===== src/hw/rtl/inr_pkg.sv =====
// shared constants and types for the integer nth root block
package inr_pkg;

    localparam int VALUE_BITS = 32;
    localparam int BIT_W      = $clog2(VALUE_BITS);
    localparam int EXP_W      = 6;
    localparam int ROOT_W     = 32;
    localparam int IN_DATA_W  = ((ROOT_W + EXP_W + 7) / 8) * 8;
    localparam int PROD_W     = 2 * VALUE_BITS;

    typedef enum logic [2:0] {
        ST_IDLE,
        ST_MUL,
        ST_CHECK,
        ST_NEXT,
        ST_FINISH
    } inr_state_t;

endpackage


===== src/hw/rtl/integer_nth_root_top.sv =====
// integer nth root: bitwise root search over one shared multiplier
// a zero exponent or one of VALUE_BITS and above skips the search; otherwise each root bit
//   runs k multiply and compare rounds, k at most the exponent, then a step to the next bit
// throughput: one item at a time; the shared multiply and compare loop sets the pace
// the next item is accepted while a finished result still waits in the output register
// reset: rst_n is asynchronous, active low; it drops all valid flags and returns to idle
module integer_nth_root_top (
    input  logic                          clk,
    input  logic                          rst_n,
    input  logic                          s_axis_tvalid,
    output logic                          s_axis_tready,
    input  logic [inr_pkg::IN_DATA_W-1:0] s_axis_tdata,  // value[31:0], exponent[37:32], zero pad
    output logic                          m_axis_tvalid,
    input  logic                          m_axis_tready,
    output logic [inr_pkg::ROOT_W-1:0]    m_axis_tdata,  // root[31:0]
    output logic                          m_axis_tuser   // bad_exponent
);
    import inr_pkg::*;

    // sequencer state
    inr_state_t state_reg, state_next;

    // working registers of the search
    logic [VALUE_BITS-1:0] value_reg, value_next;   // radicand
    logic [EXP_W-1:0]      exp_reg, exp_next;       // root degree
    logic [VALUE_BITS-1:0] root_reg, root_next;     // bits settled so far
    logic [BIT_W-1:0]      bit_reg, bit_next;       // bit under test
    logic [VALUE_BITS-1:0] acc_reg, acc_next;       // partial power of the candidate
    logic [EXP_W-1:0]      cnt_reg, cnt_next;       // multiplies done for this candidate
    logic [PROD_W-1:0]     prod_reg, prod_next;     // registered multiplier result
    logic                  bad_reg, bad_next;       // zero exponent seen

    // output register
    logic                  out_valid_reg, out_valid_next;
    logic [ROOT_W-1:0]     out_root_reg, out_root_next;
    logic                  out_bad_reg, out_bad_next;

    logic [VALUE_BITS-1:0] cand;
    logic [VALUE_BITS-1:0] in_value;
    logic [EXP_W-1:0]      in_exp;
    logic                  in_xfer;
    logic                  out_load;

    assign in_value = s_axis_tdata[VALUE_BITS-1:0];
    assign in_exp   = s_axis_tdata[ROOT_W +: EXP_W];

    // candidate: settled bits plus the bit under test
    assign cand = root_reg | (VALUE_BITS'(1) << bit_reg);

    assign s_axis_tready = (state_reg == ST_IDLE);
    assign in_xfer       = s_axis_tvalid && s_axis_tready;

    // result moves to the output register once that register is free or being drained
    assign out_load = (state_reg == ST_FINISH) && (!out_valid_reg || m_axis_tready);

    always_ff @(posedge clk or negedge rst_n)
    begin
        if (!rst_n)
        begin
            state_reg     <= ST_IDLE;
            out_valid_reg <= 1'b0;
        end
        else
        begin
            state_reg     <= state_next;
            out_valid_reg <= out_valid_next;
        end
    end

    // payload registers, no reset needed
    always_ff @(posedge clk)
    begin
        value_reg    <= value_next;
        exp_reg      <= exp_next;
        root_reg     <= root_next;
        bit_reg      <= bit_next;
        acc_reg      <= acc_next;
        cnt_reg      <= cnt_next;
        prod_reg     <= prod_next;
        bad_reg      <= bad_next;
        out_root_reg <= out_root_next;
        out_bad_reg  <= out_bad_next;
    end

    always_comb
    begin
        state_next    = state_reg;
        value_next    = value_reg;
        exp_next      = exp_reg;
        root_next     = root_reg;
        bit_next      = bit_reg;
        acc_next      = acc_reg;
        cnt_next      = cnt_reg;
        prod_next     = prod_reg;
        bad_next      = bad_reg;
        out_root_next = out_root_reg;
        out_bad_next  = out_bad_reg;

        unique case (state_reg)
            ST_IDLE:
            begin
                if (in_xfer)
                begin
                    value_next = in_value;
                    exp_next   = in_exp;
                    root_next  = '0;
                    bit_next   = BIT_W'(VALUE_BITS - 1);
                    acc_next   = VALUE_BITS'(1);
                    cnt_next   = '0;
                    bad_next   = (in_exp == '0);
                    if (in_exp == '0)
                    begin
                        state_next = ST_FINISH;
                    end
                    else if ({1'b0, in_exp} >= (EXP_W + 1)'(VALUE_BITS))
                    begin
                        // even 2 to this power exceeds every value
                        root_next  = VALUE_BITS'(in_value != '0);
                        state_next = ST_FINISH;
                    end
                    else
                    begin
                        state_next = ST_MUL;
                    end
                end
            end
            ST_MUL:
            begin
                prod_next  = PROD_W'(acc_reg) * PROD_W'(cand);
                state_next = ST_CHECK;
            end
            ST_CHECK:
            begin
                if (prod_reg > PROD_W'(value_reg))
                begin
                    // power already too big, bit stays clear
                    state_next = ST_NEXT;
                end
                else if (cnt_reg + EXP_W'(1) == exp_reg)
                begin
                    root_next  = cand;
                    state_next = ST_NEXT;
                end
                else
                begin
                    acc_next   = prod_reg[VALUE_BITS-1:0];
                    cnt_next   = cnt_reg + EXP_W'(1);
                    state_next = ST_MUL;
                end
            end
            ST_NEXT:
            begin
                acc_next = VALUE_BITS'(1);
                cnt_next = '0;
                if (bit_reg == '0)
                begin
                    state_next = ST_FINISH;
                end
                else
                begin
                    bit_next   = bit_reg - BIT_W'(1);
                    state_next = ST_MUL;
                end
            end
            ST_FINISH:
            begin
                if (out_load)
                begin
                    out_root_next = ROOT_W'(root_reg);
                    out_bad_next  = bad_reg;
                    state_next    = ST_IDLE;
                end
            end
            default:
            begin
                state_next = ST_IDLE;
            end
        endcase
    end

    always_comb
    begin
        if (out_load)
        begin
            out_valid_next = 1'b1;
        end
        else
        begin
            out_valid_next = out_valid_reg && !m_axis_tready;
        end
    end

    assign m_axis_tvalid = out_valid_reg;
    assign m_axis_tdata  = out_root_reg;
    assign m_axis_tuser  = out_bad_reg;

endmodule


===== config.mk =====
export PLATFORM = sky130hd
export DESIGN_NAME = integer_nth_root_top
export DESIGN_NICKNAME = d
export VERILOG_FILES = /design/src/hw/rtl/inr_pkg.sv /design/src/hw/rtl/integer_nth_root_top.sv
export SDC_FILE = /design/constraint.sdc
export NUM_CORES = 2
export LEC_CHECK = 0
export ABC_AREA = 1
export BUFFER_PORTS_ARGS = -buffer_cell sky130_fd_sc_hd__clkbuf_2
export CORE_MARGIN = 2
export CORE_UTILIZATION = 55
export DETAILED_ROUTE_END_ITERATION = 10
export PLACE_DENSITY = 0.67
export REMOVE_ABC_BUFFERS = 1
export SETUP_SLACK_MARGIN = 0.4
export SLEW_MARGIN = 20
export SYNTH_ARGS = -nofsm -noshare
export SYNTH_HDL_FRONTEND = slang
export SYNTH_SLANG_ARGS = --single-unit

===== constraint.sdc =====
create_clock -name clk -period 10.7 [get_ports clk]
set_input_delay 2.14 -clock clk [delete_from_list [all_inputs] [get_ports clk]]
set_output_delay 2.14 -clock clk [all_outputs]
set_load 0.02 [all_outputs]

Word level (Yosys, flattened, before mapping)
Cells that the tools add are included.

word-level totals
  register bits = 215
  input bits = 44
  word-level logic and storage cells = 75

operators by class
  add/sub/neg operators = 2
  multiply operators = 1
  $lt $le $gt $ge = 2
  equality and inequality tests = 11
  shift-type cells = 1
  muxes and demuxes = 26
  bitwise logic cells = 1
  reductions and logical operators = 19

operators by type and width
  kind                  count
  $mux 32               6
  $pmux 32 s3           1
  $gt 64x32->1          1
  $mul 32x32->64        1
  $pmux 32 s2           1
  $or 32x32->32         1
  $reduce_bool 32->1    1
  $shl 1x5->32 const A  1
  $mux 6                3
  $pmux 6 s3            1
  $mux 3                5
  $pmux 3 s5            1
  $mux 5                2
  $ne 2x2->1 const B    5
  $pmux 5 s2            1
  $reduce_and 4->1      2
  $add 6x1->6 const B   1
  $eq 3x2->1 const B    2
  $eq 6x6->1            1
  $ge 6x6->1 const B    1
  $logic_not 6->1       1
  $reduce_and 2->1      3
  $logic_not 5->1       1
  $sub 5x1->5 const B   1
  other kinds (12)      19

Longest topological paths before layout
  depth in word-level cells = 5
  gate-level depth with buffers = 36

Worst setup path before layout
No wires, ideal clock.

  path type = reg2reg
  start = register bit_reg[0]
  end = register prod_reg[60], data pin
  library setup time = 0.252 ns
  arrival = 6.798 ns
  data required time = 10.448 ns
  slack = 3.650 ns
  cell stages (with the launch flop) = 30
  period minus slack after synthesis = 7.050 ns
  path through = edfxtp_1 > inv_1 > ha_1 > inv_1 > nor3_1 > a21oi_2 > inv_2 > buf_2 > nand2_1 > fa_1 > fa_1 > fa_1 > fa_1 > inv_1 > fa_1 > fa_1 > fa_1 > inv_1 > fa_1 > inv_1 > ha_1 > nand2_1 > nor2_1 > inv_1 > nor3_2 > nand2_1 > nor3_1 > nand2_1 > nand3_1 > nand2_1

on the way
  word-level cells in the longest chain between the ends = 3

RTL lines
  item                      RTL line                     RTL
  start: declaration        integer_nth_root_top.sv:27   logic [BIT_W-1:0] bit_reg, bit_next;
  start signal: assignment  integer_nth_root_top.sv:76   bit_reg <= bit_next;
  $shl 1x5->32              integer_nth_root_top.sv:48   assign cand = root_reg | (VALUE_BITS'(1) << bit_reg);
  $or 32x32->32             integer_nth_root_top.sv:48
  $mul 32x32->64            integer_nth_root_top.sv:129  prod_next = PROD_W'(acc_reg) * PROD_W'(cand);
  end signal: assignment    integer_nth_root_top.sv:79   prod_reg <= prod_next;
  end: declaration          integer_nth_root_top.sv:30   logic [PROD_W-1:0] prod_reg, prod_next;

No other way between the ends.
A chain may end at the register's enable or synchronous reset.

Worst setup path after layout
  start = register bit_reg[4]
  end = register prod_reg[39], data pin

The elaborated chain is that of the path after synthesis.

==> impl_metrics.tcl <==
set metrics [dict create \
    core-area_mm2 0.0772 \
    drive_above_1_share_pct 5.57 \
    die_h_um 283 \
    area_delta_synth_final_pct 5.73 \
    grt_use_total_pct 34.8 \
    cp.buffers_inverters 5 \
    vias_per_cell 5.49 \
    synth_edf_count 211 \
    netlist_top_cells_count "inv_1 (1,240), nand2_1 (1,022), fa_1 (896)" \
    grt_overflow_total 0 \
    grt_pass1_vias 35300 \
    cts.hold.buffers_added 0 \
    grt_antenna_before_repair 2 \
    clock_sinks 215 \
    synth.most_common_cell "inv_1" \
    grt_pass1_wl_um 208000 \
    path_cells "inv_4 > a21oi_2 > buf_4 > nor2_1 > fa_1 > inv_1 > fa_1 > fa_1 > fa_1 > inv_1 > fa_1 > fa_1 > fa_1 > fa_1 > ha_1 > nand2_1 > nor2_1 > inv_1 > nor2_1 > a21oi_1 > nand2_1 > nand2_1 > nand3_1 > nand2_1" \
    cpMostUsedCell "fa_1" \
    fillCellCount 6873 \
    wirelength_um 135000 \
    yosysSeqAreaShare_pct 15.0 \
    cts-resized-gates 0 \
    tritoncts "done" \
    cts-root-buf "clkbuf_16" \
    clkTransAtPathRegs_ns 0.06 \
    max_cap_viol_count 0 \
    port_buffers 76 \
    drt_iter0_drc 3109 \
    slowest_stage "edfxtp_1" \
    synth_area_leaders "fa_1 (42%), edfxtp_1 (15%), inv_1 (11%), nand2_1 (9.0%), ha_1 (8.8%)" \
    initial_core_util_pct 55.4 \
    critPathLaunchType "register" \
    worst_ep_required_time_ns 11.03 \
    relSlewSlack_pct 20.2 \
    crit_path_max_fanout 18 \
    route.antenna.remaining_nets 0 \
    post-dp-hpwl_um 106000 \
    clk_latency_ns 0.60 \
    crit_family "adder cells" \
    hold_viol 0 \
    avgSynthCellArea_um2 8.51 \
    cts_buffer_depth 3 \
    rsz0062_at_grt "no" \
    yosys_warnings 0 \
    top_layer "met5" \
    syn_inst 5028 \
    diodes 0 \
    worst_pin_slew_ns 1.20 \
    slew_viol_final 0 \
    first_pass_iters 6 \
    cts_max_level 1 \
    tns_ns 0 \
    cts_setup_buffers 0 \
    critPathKind "reg -> reg" \
    wl_per_cell_um 22.2 \
    met3_length_um 16800 \
    fmax_mhz 110 \
    die_w_um 283 \
    synth.largest_area_cell "fa_1" \
    largest_register_ffs 64 \
    gp_congestion 0.966 \
    fin_skew_ns 0.0242 \
    num_vias 33400 \
    fin_crit_ns 9.07 \
    hold_path_class "reg -> reg" \
    critical_path.max_stage_delay_ns 0.92 \
    yosysTopAreaCellShare_pct 41.9 \
    dieArea_mm2 0.0801 \
    nets 6265 \
    numCtsBuffers 27 \
    ys_ff_latch 215 \
    synth_area_mm2 0.0428 \
    end_kind "register" \
    synthFlopType "edfxtp_1" \
    m1WireLength_um 50500 \
    period_share_pct 84.7 \
    arrival_ns 9.39 \
    status "finished clean" \
    setup_viol 0 \
    num_rows 102 \
    grt_max_degree 59 \
    ios 79 \
    ys_types 40 \
    ys_async_sr_fraction_pct 1.86 \
    drcViolationCount 0 \
    met2WireLength_um 59900 \
]
cells in the final DEF, fill, tap and decap left out, types with 8 or more instances in the layout:
| master | synthesis | routed |
|---|---|---|
| a21oi_1 | 75 | 68 |
| clkbuf_16 | 0 | 27 |
| o21ai_0 | 21 | 21 |
| nor3_1 | 14 | 13 |
| inv_2 | 21 | 21 |
| nor2_1 | 809 | 806 |
| buf_4 | 3 | 70 |
| ha_1 | 301 | 301 |
| nand3_1 | 69 | 69 |
| edfxtp_1 | 211 | 211 |
| a21oi_2 | 12 | 17 |
| nand2_2 | 9 | 12 |
| xor2_1 | 39 | 39 |
| and2_1 | 9 | 9 |
| nor4_1 | 8 | 8 |
| nor3_2 | 13 | 14 |
| nand2_1 | 1022 | 1019 |
| nand4_1 | 22 | 22 |
| clkbuf_2 | 0 | 76 |
| clkinv_1 | 7 | 12 |
| fa_1 | 896 | 896 |
| inv_1 | 1240 | 1239 |
layout make-up:
class / count / area [µm²] / share of cell area (%)
multi-input combinational: 3363 / 30800 / 68.1
sequential: 215 / 6440 / 14.2
inverter: 1269 / 4770 / 10.5
tap: 1040 / 1300 / 2.87
timing repair buffer: 148 / 953 / 2.11
clock buffer: 28 / 679 / 1.50
clock inverter: 21 / 304 / 0.672
cells by family after synthesis:
logic type,Yosys count,share of synthesized area (%)
buffers and inverters,1450,13.1
DFF,215,15.0
AOI/OAI and AO/OA,123,1.66
and+or+nand+nor,2000,18.6
xor gates and xnor gates,43,0.880
adders and majority gates,1197,50.7
stage by stage:
step / area (µm²) / instances / setup slack, ns / hold WS (ns) / util (%)
5_1_grt: 45300 / 6084 / 1.42 / 0.423 / 58.6
3_3_place_gp: 44200 / 6033 / 1.88 / 0.401 / 57.3
6_report: 45300 / 6084 / 1.63 / 0.419 / 58.6
3_5_place_dp: 44200 / 6034 / 1.86 / 0.406 / 57.3
4_1_cts: 45200 / 6083 / 1.79 / 0.421 / 58.6
2_1_floorplan: 41900 / 4847 / 2.86 / 0.400 / -
worst register-to-register path: stages, from the launching register on:
cell,delay [ns]
edfxtp_1,0.92
inv_4,0.31
a21oi_2,0.84
buf_4,0.39
nor2_1,0.10
fa_1,0.58
inv_1,0.05
fa_1,0.49
fa_1,0.48
fa_1,0.56
inv_1,0.05
fa_1,0.48
fa_1,0.51
fa_1,0.58
fa_1,0.47
ha_1,0.53
nand2_1,0.15
nor2_1,0.26
inv_1,0.10
nor2_1,0.27
a21oi_1,0.11
nand2_1,0.25
nand2_1,0.13
nand3_1,0.09
nand2_1,0.08
layer usage:
layer,GRT usage (%),up-vias
met5,0,-
met4,16.1,4
met3,10.4,417
met2,53.9,1870
met1,45.2,16600
li1,-,14500
path summary, 6_finish.rpt:
check,startpoint,end,slack (ns),depth (start not counted)
setup reg to reg,bit_reg[4]$_SDFFCE_PN1P_,prod_reg[39]$_DFFE_PP_,1.63,24
setup / recovery,bit_reg[4]$_SDFFCE_PN1P_,prod_reg[39]$_DFFE_PP_,1.63,24
hold reg to reg,bad_reg$_DFFE_PP_,m_axis_tuser$_DFFE_PP_,0.42,0
hold / removal,bad_reg$_DFFE_PP_,m_axis_tuser$_DFFE_PP_,0.42,0
min in group asynchronous,rst_n,state_reg[0]$_DFFE_PN0P_,1.34,1
max in group asynchronous,rst_n,m_axis_tvalid$_DFF_PN0_,9.23,1
Power is not shown: default switching activity piles up to over one toggle a cycle in this logic, so the estimate is an artifact.
